==> config.mk <==
export PLATFORM = sky130hd
export DESIGN_NAME = linked_chain_table_top
export DESIGN_NICKNAME = d
export VERILOG_FILES = /design/src/hw/rtl/lct_pkg.sv /design/src/hw/rtl/lct_ram.sv /design/src/hw/rtl/lct_front.sv /design/src/hw/rtl/lct_back.sv /design/src/hw/rtl/linked_chain_table_top.sv
export SDC_FILE = /design/constraint.sdc
export NUM_CORES = 2
export LEC_CHECK = 0
export BUFFER_PORTS_ARGS = -buffer_cell sky130_fd_sc_hd__buf_2
export CORE_ASPECT_RATIO = 0.75
export CORE_UTILIZATION = 27
export DETAILED_ROUTE_END_ITERATION = 7
export SYNTH_ARGS = -nofsm -noshare
export SYNTH_HDL_FRONTEND = slang
export SYNTH_SLANG_ARGS = --single-unit
==> constraint.sdc <==
create_clock -name clk -period 7.7 [get_ports clk]
set_clock_uncertainty 0.05 [all_clocks]
set_input_delay 1.155 -clock clk [delete_from_list [all_inputs] [get_ports clk]]
set_output_delay 1.155 -clock clk [all_outputs]
set_load 0.05 [all_outputs]
==> src/hw/rtl/lct_pkg.sv <==
// ---------------------------------------------------------------------------
// lct_pkg
// Types and constants of the linked chain table.
// ---------------------------------------------------------------------------
package lct_pkg;

    localparam int ELEM_W       = 6;
    localparam int LINK_W       = 7;
    localparam int KIND_W       = 2;
    localparam int NUM_CARS_DEF = 64;
    localparam int Q_DEPTH      = 2;

    localparam logic [LINK_W-1:0] LINK_NULL = LINK_W'(64);

    typedef enum logic [KIND_W-1:0] {
        KIND_CONNECT    = 2'd0,
        KIND_DISCONNECT = 2'd1,
        KIND_QUERY      = 2'd2
    } kind_e;

    typedef enum logic [2:0] {
        ST_IDLE,
        ST_PRED,
        ST_POP,
        ST_SELF,
        ST_SUCC
    } state_e;

    typedef struct packed {
        logic [KIND_W-1:0] kind;
        logic [ELEM_W-1:0] first_elem;
        logic [ELEM_W-1:0] second_elem;
    } item_t;

    typedef struct packed {
        logic [ELEM_W-1:0] elem;
        logic [ELEM_W-1:0] position;
        logic              last;
    } result_t;

    typedef struct packed {
        kind_e             kind;
        logic [ELEM_W-1:0] a;
        logic [ELEM_W-1:0] b;
    } cmd_t;

    typedef struct packed {
        logic valid;
        cmd_t cmd;
    } q_head_t;

endpackage

==> src/hw/rtl/lct_ram.sv <==
// ---------------------------------------------------------------------------
// lct_ram
// Generic single-write, single-read RAM with registered read data.
// ---------------------------------------------------------------------------
module lct_ram #(
    parameter int WIDTH = 8,
    parameter int DEPTH = 64,
    localparam int AW   = (DEPTH > 1) ? $clog2(DEPTH) : 1
) (
    input  logic             clk,
    input  logic             we,
    input  logic [AW-1:0]    waddr,
    input  logic [WIDTH-1:0] wdata,
    input  logic             re,
    input  logic [AW-1:0]    raddr,
    output logic [WIDTH-1:0] rdata
);

    logic [WIDTH-1:0] mem [DEPTH];
    logic [WIDTH-1:0] rdata_reg;

    always_ff @(posedge clk)
    begin
        if (we)
        begin
            mem[waddr] <= wdata;
        end
        if (re)
        begin
            rdata_reg <= mem[raddr];
        end
    end

    assign rdata = rdata_reg;

endmodule

==> src/hw/rtl/lct_front.sv <==
// ---------------------------------------------------------------------------
// lct_front
// Accepts items, drops those that do nothing, queues the rest as commands.
// ---------------------------------------------------------------------------
module lct_front
    import lct_pkg::*;
#(
    parameter int NUM_CARS = NUM_CARS_DEF
) (
    input  logic    clk,
    input  logic    rst_n,
    input  logic    start,
    output logic    busy,
    input  item_t   item,
    output q_head_t head,
    input  logic    pop
);

    localparam int QPTR_W = $clog2(Q_DEPTH);
    localparam int QCNT_W = $clog2(Q_DEPTH + 1);

    cmd_t              ent_reg [Q_DEPTH];
    logic [QPTR_W-1:0] wptr_reg, wptr_next;
    logic [QPTR_W-1:0] rptr_reg, rptr_next;
    logic [QCNT_W-1:0] cnt_reg, cnt_next;

    logic a_ok, b_ok, keep, push;
    cmd_t cmd;

    // An element beyond the table makes the item a no-op (a query checks only its first element)
    assign a_ok = {1'b0, item.first_elem}  < LINK_W'(NUM_CARS);
    assign b_ok = {1'b0, item.second_elem} < LINK_W'(NUM_CARS);

    always_comb
    begin
        keep     = 1'b0;
        cmd.kind = KIND_QUERY;
        cmd.a    = item.first_elem;
        cmd.b    = item.second_elem;
        unique case (item.kind)
            KIND_CONNECT:
            begin
                keep     = a_ok && b_ok;
                cmd.kind = KIND_CONNECT;
            end
            KIND_DISCONNECT:
            begin
                keep     = a_ok && b_ok;
                cmd.kind = KIND_DISCONNECT;
            end
            KIND_QUERY:
            begin
                keep     = a_ok;
                cmd.kind = KIND_QUERY;
            end
            default:
            begin
                keep = 1'b0;
            end
        endcase
    end

    assign busy = (cnt_reg == QCNT_W'(Q_DEPTH));
    assign push = start && !busy && keep;

    always_comb
    begin
        wptr_next = wptr_reg;
        rptr_next = rptr_reg;
        cnt_next  = cnt_reg;
        if (push)
        begin
            wptr_next = wptr_reg + 1'b1;
        end
        if (pop)
        begin
            rptr_next = rptr_reg + 1'b1;
        end
        if (push && !pop)
        begin
            cnt_next = cnt_reg + 1'b1;
        end
        else if (pop && !push)
        begin
            cnt_next = cnt_reg - 1'b1;
        end
    end

    always_ff @(posedge clk or negedge rst_n)
    begin
        if (!rst_n)
        begin
            wptr_reg <= '0;
            rptr_reg <= '0;
            cnt_reg  <= '0;
        end
        else
        begin
            wptr_reg <= wptr_next;
            rptr_reg <= rptr_next;
            cnt_reg  <= cnt_next;
        end
    end

    always_ff @(posedge clk)
    begin
        if (push)
        begin
            ent_reg[wptr_reg] <= cmd;
        end
    end

    assign head.valid = (cnt_reg != '0);
    assign head.cmd   = ent_reg[rptr_reg];

endmodule

==> src/hw/rtl/lct_back.sv <==
// ---------------------------------------------------------------------------
// lct_back
// Carries out queued commands: link writes, and chain walks that emit results.
// ---------------------------------------------------------------------------
module lct_back
    import lct_pkg::*;
#(
    parameter int NUM_CARS = NUM_CARS_DEF
) (
    input  logic    clk,
    input  logic    rst_n,
    input  q_head_t head,
    output logic    pop,
    output logic    result_valid,
    output result_t result
);

    localparam int AW    = $clog2(NUM_CARS);
    localparam int CNT_W = $clog2(NUM_CARS + 1);

    state_e state_reg, state_next;

    logic [ELEM_W-1:0] a_reg, a_next;
    logic [AW-1:0]     ptr_reg, ptr_next;
    logic [CNT_W-1:0]  cnt_reg, cnt_next;
    logic [ELEM_W-1:0] pend_elem_reg, pend_elem_next;
    logic [ELEM_W-1:0] pend_pos_reg, pend_pos_next;
    logic              res_valid_reg, res_valid_next;
    result_t           res_reg, res_next;

    logic [NUM_CARS-1:0] f_vld_reg, r_vld_reg;
    logic                f_vq_reg, r_vq_reg;

    logic              f_we, r_we, s_we, f_re, r_re, s_re;
    logic [AW-1:0]     f_waddr, r_waddr, s_waddr, f_raddr, r_raddr, s_raddr;
    logic [LINK_W-1:0] f_wdata, r_wdata, f_rdata, r_rdata;
    logic [ELEM_W-1:0] s_wdata, s_rdata;
    logic [LINK_W-1:0] f_link, r_link;
    logic              pred_more, succ_more;

    lct_ram #(.WIDTH(LINK_W), .DEPTH(NUM_CARS)) u_front_ram (
        .clk   (clk),
        .we    (f_we),
        .waddr (f_waddr),
        .wdata (f_wdata),
        .re    (f_re),
        .raddr (f_raddr),
        .rdata (f_rdata)
    );

    lct_ram #(.WIDTH(LINK_W), .DEPTH(NUM_CARS)) u_rear_ram (
        .clk   (clk),
        .we    (r_we),
        .waddr (r_waddr),
        .wdata (r_wdata),
        .re    (r_re),
        .raddr (r_raddr),
        .rdata (r_rdata)
    );

    // Predecessors found on the way to the head, read back in reverse
    lct_ram #(.WIDTH(ELEM_W), .DEPTH(NUM_CARS)) u_stack_ram (
        .clk   (clk),
        .we    (s_we),
        .waddr (s_waddr),
        .wdata (s_wdata),
        .re    (s_re),
        .raddr (s_raddr),
        .rdata (s_rdata)
    );

    // An entry never written since reset reads as null
    assign f_link = f_vq_reg ? f_rdata : LINK_NULL;
    assign r_link = r_vq_reg ? r_rdata : LINK_NULL;

    assign pred_more = (f_link < LINK_W'(NUM_CARS)) && (ptr_reg < AW'(NUM_CARS - 1));
    assign succ_more = (r_link < LINK_W'(NUM_CARS)) && (cnt_reg < CNT_W'(NUM_CARS));

    always_comb
    begin
        state_next = state_reg;
        unique case (state_reg)
            ST_IDLE:
            begin
                if (head.valid && head.cmd.kind == KIND_QUERY)
                begin
                    state_next = ST_PRED;
                end
            end
            ST_PRED:
            begin
                if (!pred_more)
                begin
                    state_next = (ptr_reg != '0) ? ST_POP : ST_SELF;
                end
            end
            ST_POP:
            begin
                if (ptr_reg == '0)
                begin
                    state_next = ST_SELF;
                end
            end
            ST_SELF:
            begin
                state_next = ST_SUCC;
            end
            ST_SUCC:
            begin
                if (!succ_more)
                begin
                    state_next = ST_IDLE;
                end
            end
            default:
            begin
                state_next = ST_IDLE;
            end
        endcase
    end

    always_comb
    begin
        pop            = 1'b0;
        f_we           = 1'b0;
        r_we           = 1'b0;
        s_we           = 1'b0;
        f_re           = 1'b0;
        r_re           = 1'b0;
        s_re           = 1'b0;
        f_waddr        = head.cmd.b[AW-1:0];
        r_waddr        = head.cmd.a[AW-1:0];
        f_wdata        = LINK_NULL;
        r_wdata        = LINK_NULL;
        s_waddr        = ptr_reg;
        s_wdata        = f_link[ELEM_W-1:0];
        f_raddr        = f_link[AW-1:0];
        r_raddr        = r_link[AW-1:0];
        s_raddr        = ptr_reg - 1'b1;
        a_next         = a_reg;
        ptr_next       = ptr_reg;
        cnt_next       = cnt_reg;
        pend_elem_next = pend_elem_reg;
        pend_pos_next  = pend_pos_reg;
        res_valid_next = 1'b0;
        res_next       = res_reg;
        unique case (state_reg)
            ST_IDLE:
            begin
                if (head.valid)
                begin
                    pop = 1'b1;
                    unique case (head.cmd.kind)
                        KIND_CONNECT:
                        begin
                            f_we    = 1'b1;
                            r_we    = 1'b1;
                            f_wdata = {1'b0, head.cmd.a};
                            r_wdata = {1'b0, head.cmd.b};
                        end
                        KIND_DISCONNECT:
                        begin
                            f_we = 1'b1;
                            r_we = 1'b1;
                        end
                        KIND_QUERY:
                        begin
                            f_re     = 1'b1;
                            f_raddr  = head.cmd.a[AW-1:0];
                            a_next   = head.cmd.a;
                            ptr_next = '0;
                        end
                        default:
                        begin
                            pop = 1'b1;
                        end
                    endcase
                end
            end
            ST_PRED:
            begin
                cnt_next = '0;
                if (pred_more)
                begin
                    // push the predecessor and follow its front link
                    s_we     = 1'b1;
                    f_re     = 1'b1;
                    ptr_next = ptr_reg + 1'b1;
                end
                else if (ptr_reg != '0)
                begin
                    s_re     = 1'b1;
                    ptr_next = ptr_reg - 1'b1;
                end
            end
            ST_POP:
            begin
                res_valid_next    = 1'b1;
                res_next.elem     = s_rdata;
                res_next.position = ELEM_W'(cnt_reg);
                res_next.last     = 1'b0;
                cnt_next          = cnt_reg + 1'b1;
                if (ptr_reg != '0)
                begin
                    s_re     = 1'b1;
                    ptr_next = ptr_reg - 1'b1;
                end
            end
            ST_SELF:
            begin
                // hold the queried element until its rear link tells if it is last
                pend_elem_next = a_reg;
                pend_pos_next  = ELEM_W'(cnt_reg);
                cnt_next       = cnt_reg + 1'b1;
                r_re           = 1'b1;
                r_raddr        = a_reg[AW-1:0];
            end
            ST_SUCC:
            begin
                res_valid_next    = 1'b1;
                res_next.elem     = pend_elem_reg;
                res_next.position = pend_pos_reg;
                res_next.last     = !succ_more;
                if (succ_more)
                begin
                    pend_elem_next = r_link[ELEM_W-1:0];
                    pend_pos_next  = ELEM_W'(cnt_reg);
                    cnt_next       = cnt_reg + 1'b1;
                    r_re           = 1'b1;
                end
            end
            default:
            begin
                pop = 1'b0;
            end
        endcase
    end

    always_ff @(posedge clk or negedge rst_n)
    begin
        if (!rst_n)
        begin
            state_reg     <= ST_IDLE;
            res_valid_reg <= 1'b0;
            f_vld_reg     <= '0;
            r_vld_reg     <= '0;
            f_vq_reg      <= 1'b0;
            r_vq_reg      <= 1'b0;
            ptr_reg       <= '0;
            cnt_reg       <= '0;
        end
        else
        begin
            state_reg     <= state_next;
            res_valid_reg <= res_valid_next;
            ptr_reg       <= ptr_next;
            cnt_reg       <= cnt_next;
            if (f_we)
            begin
                f_vld_reg[f_waddr] <= 1'b1;
            end
            if (r_we)
            begin
                r_vld_reg[r_waddr] <= 1'b1;
            end
            if (f_re)
            begin
                f_vq_reg <= f_vld_reg[f_raddr];
            end
            if (r_re)
            begin
                r_vq_reg <= r_vld_reg[r_raddr];
            end
        end
    end

    always_ff @(posedge clk)
    begin
        a_reg         <= a_next;
        pend_elem_reg <= pend_elem_next;
        pend_pos_reg  <= pend_pos_next;
        res_reg       <= res_next;
    end

    assign result_valid = res_valid_reg;
    assign result       = res_reg;

endmodule

==> src/hw/rtl/linked_chain_table_top.sv <==
// ---------------------------------------------------------------------------
// linked_chain_table_top
// Doubly linked table of elements with connect, disconnect and chain query.
// ---------------------------------------------------------------------------
// An item is taken when start is high and busy is low; busy rises only when
// the two-entry command queue is full. Connect and disconnect are done in
// the idle state of the back end. The pace of a query is set by the single
// read port of the link and stack memories: one step of the walk per cycle
// towards the head, one per cycle back through the stack, one per cycle
// towards the tail. Results come out one per cycle, with a pause before
// the queried element, on result with result_valid high for that cycle
// only, from head to tail; the receiver cannot hold them off, so every
// strobe must be taken. Out-of-range elements and unknown kinds produce
// nothing. Links read as null after reset; no clearing pass is needed.
// ---------------------------------------------------------------------------
module linked_chain_table_top
    import lct_pkg::*;
#(
    parameter int NUM_CARS = NUM_CARS_DEF
) (
    input  logic    clk,
    input  logic    rst_n,
    input  logic    start,
    output logic    busy,
    input  item_t   item,
    output logic    result_valid,
    output result_t result
);

    q_head_t head;
    logic    pop;

    lct_front #(.NUM_CARS(NUM_CARS)) u_front (
        .clk   (clk),
        .rst_n (rst_n),
        .start (start),
        .busy  (busy),
        .item  (item),
        .head  (head),
        .pop   (pop)
    );

    lct_back #(.NUM_CARS(NUM_CARS)) u_back (
        .clk          (clk),
        .rst_n        (rst_n),
        .head         (head),
        .pop          (pop),
        .result_valid (result_valid),
        .result       (result)
    );

endmodule

==> impl_metrics.json <==
{
  "status": "finished clean",
  "min_path_type": "in2async",
  "cts_post_setup_buffers_inserted": 0,
  "maxCapViolations": 0,
  "synth_nets": 4224,
  "r2r_end": "u_back.u_front_ram.rdata[0]",
  "synth_top_cell_area_share": 0.664,
  "synth_enable_flop_cells": 1359,
  "antenna_found_initial": 11,
  "setup-violations-final": 0,
  "ant_nets": 0,
  "htree_num_levels": 4,
  "cts_tree": "yes",
  "clock.fmax_mhz": 201,
  "synth-simple-area-share": 0.112,
  "hold_buffers": 0,
  "areaGrowthSynthToFinish_pct": 13.2,
  "worstPathArrival_ns": 5.61,
  "reg2reg_depth": 10,
  "core_mm2": 0.226,
  "finalSetupTns_ns": 0,
  "nets": 4211,
  "cts.sinks": 1510,
  "gp_congestion": 0.850,
  "die-area_mm2": 0.230,
  "chipWidth_um": 553,
  "hold_viol": 0,
  "synth_top_family_by_area": "simple AND/OR/NAND/NOR gates",
  "fin_ws_ns": 2.72,
  "initial_core_util": 0.272,
  "reg_top3": "u_back.u_front_ram.mem: 448 flops, u_back.u_rear_ram.mem: 448 flops, u_back.u_stack_ram.mem: 384 flops",
  "synth_xor_xnor_area_share": 0.00171,
  "drcViolationCount": 0,
  "yosys-top-cells-count": "edfxtp_1, nand2_1, nand3_1",
  "grt_max_degree": 179,
  "worstMarginPinSlew_ns": 1.17,
  "grt.total_usage": 0.132,
  "crit_required_ns": 8.33,
  "dr_total_vias": 35600,
  "hpwl_um": 92900,
  "grt_pass1_wl_um": 229000,
  "pre_cts_ws_ns": 2.84,
  "synth.area.mux_share": 0.0837,
  "synth.distinct_cells": 81,
  "cp-start-kind": "flop",
  "synthArstFlopShare": 0.100,
  "crit_path_end_kind": "flop",
  "yosys_most_used_dff": "edfxtp_1",
  "crit_path_max_fanout": 74,
  "wl_um": 155000,
  "postSynthAreaPerCell_um2": 14.6,
  "p_per_area_mw_per_mm2": 352,
  "ir_worst_vdd_mv": 0.268,
  "final_max_slew_viol_count": 0,
  "r2r-start": "u_back.f_vq_reg",
  "chipHeight_um": 415,
  "grt_pass1_vias": 34200,
  "first_pass_iters": 5,
  "yosys.area.top_type": "edfxtp_1",
  "yosys.cell_count.top_type": "edfxtp_1",
  "globalRouteOverflowTotal": 0,
  "rows": 151,
  "grt_setup_unrepaired": "false",
  "critPathKind": "reg2reg",
  "clk_latency_ns": 0.81,
  "yosys_warnings": 0,
  "syn_area_mm2": 0.0615,
  "ys_seq_elements": 1510,
  "fin_crit_sh": 0.646,
  "clkTransAtPathRegs_ns": 0.07,
  "drt_iter0_drc": 4055,
  "ff2ff_setup_slack_ns": 2.72,
  "drive_above_1_share": 0.146,
  "synth_adder_area_share": 0.00102,
  "cts_resized": 0,
  "clock_path_buffers": 3,
  "leakage_nw": 24.2,
  "maxSlewHeadroom": 0.219,
  "nFillCells": 22000,
  "syn_inst": 4202,
  "synth_compound_area_frac": 0.0530,
  "fin_crit_ns": 4.98,
  "vias_per_cell": 4.88,
  "pin_count": 32,
  "routedWlPerCell_um": 21.2,
  "netlist_top_cells_area": "edfxtp_1, dfrtp_1, nand2_1",
  "port_buffers": 31,
  "cts.root.buffer_cell": "clkbuf_16",
  "ys_seq_area_frac": 0.725,
  "cts_inserted_buffers": 141
}
layout by cell type (no fill, tap or decap), types with 7 or more instances in the layout:
cell	count
a211oi_1	35
a21oi_1	25
a221o_1	8
a22o_1	7
a311oi_1	56
a31oi_1	21
a32oi_1	7
a41oi_1	8
and2_1	23
and3_1	37
buf_2	30
buf_4	57
clkbuf_1	47
clkbuf_16	142
clkbuf_8	11
clkinv_1	27
clkinv_2	12
dfrtp_1	150
edfxtp_1	1359
inv_1	82
mux2_1	22
mux2_2	56
mux2i_1	192
mux4_2	101
nand2_1	693
nand3_1	353
nand4_1	17
nor2_1	223
nor2_4	11
o211ai_1	171
o21ai_0	28
o32ai_1	11
or2_2	128
or3_1	8
final cells by class:
cell class / count / area [µm²] / area share
sequential: 1510 / 44600 / 0.641
multi-input combinational: 2355 / 15700 / 0.226
clock buffer: 199 / 3870 / 0.0556
tap: 2983 / 3730 / 0.0536
timing repair buffer: 93 / 692 / 0.00994
clock inverter: 62 / 636 / 0.00913
inverter: 88 / 333 / 0.00478
antenna: 2 / 5.00 / 0.0000719
routing by layer:
layer	vias up	global-route usage	part of all wire
met5	-	0	0
met4	0	0.0336	0.021
met3	229	0.0351	0.087
met2	1377	0.186	0.43
met1	18200	0.198	0.46
li1	15800	-	-
worst max path at each step:
stage | slack, ns | cells past startpoint | from | to
after floorplan | 2.04 | 6 | u_front.rptr_reg | u_back.u_rear_ram.mem[0][2]
after global placement | 2.92 | 6 | u_back.ptr_reg[0] | u_back.u_stack_ram.mem[14][4]
after detailed placement | 2.84 | 10 | u_back.f_vq_reg | u_back.u_front_ram.rdata[0]
after CTS | 2.82 | 10 | u_back.f_vq_reg | u_back.u_front_ram.rdata[0]
after global routing | 2.48 | 10 | u_back.f_vq_reg | u_back.u_front_ram.rdata[0]
final | 2.72 | 10 | u_back.f_vq_reg | u_back.u_front_ram.rdata[0]
worst max-delay path, cell delays in order (launching register included):
cell,delay (ns)
dfrtp_1,0.46
nand2_2,0.09
buf_4,0.61
inv_2,0.64
a21boi_4,0.79
buf_4,0.78
nand2_1,0.14
nand3_1,0.13
nand3_1,0.21
a41oi_1,0.66
or3_1,0.20
kinds of logic after synthesis:
| kind of cell | Yosys count |
|---|---|
| adder cells (fa/ha/maj) | 5 |
| AO/OA/AOI/OAI | 429 |
| buffers and inverters | 337 |
| flip-flops | 1510 |
| XOR/XNOR | 12 |
| AND/OR/NAND/NOR | 1533 |
| multiplexers | 376 |
power by group:
part / total, mW / internal, mW / switching (mW)
clock: 6.84 / 3.68 / 3.16
sequential: 10.2 / 9.87 / 0.301
combinational: 7.46 / 2.43 / 5.03
stage by stage:
stage | total power [mW] | utilization | area [µm²] | std cells | hold WS [ns]
2_1_floorplan | 15.2 | - | 61500 | 4202 | 0.377
3_3_place_gp | 17.7 | 0.288 | 65100 | 7029 | 0.391
3_5_place_dp | 17.8 | 0.288 | 65100 | 7029 | 0.398
4_1_cts | 24.6 | 0.308 | 69600 | 7290 | 0.390
5_1_grt | 25.5 | 0.308 | 69600 | 7291 | 0.425
6_report | 24.5 | 0.308 | 69600 | 7292 | 0.346
Power figures use the tool's default switching activity.
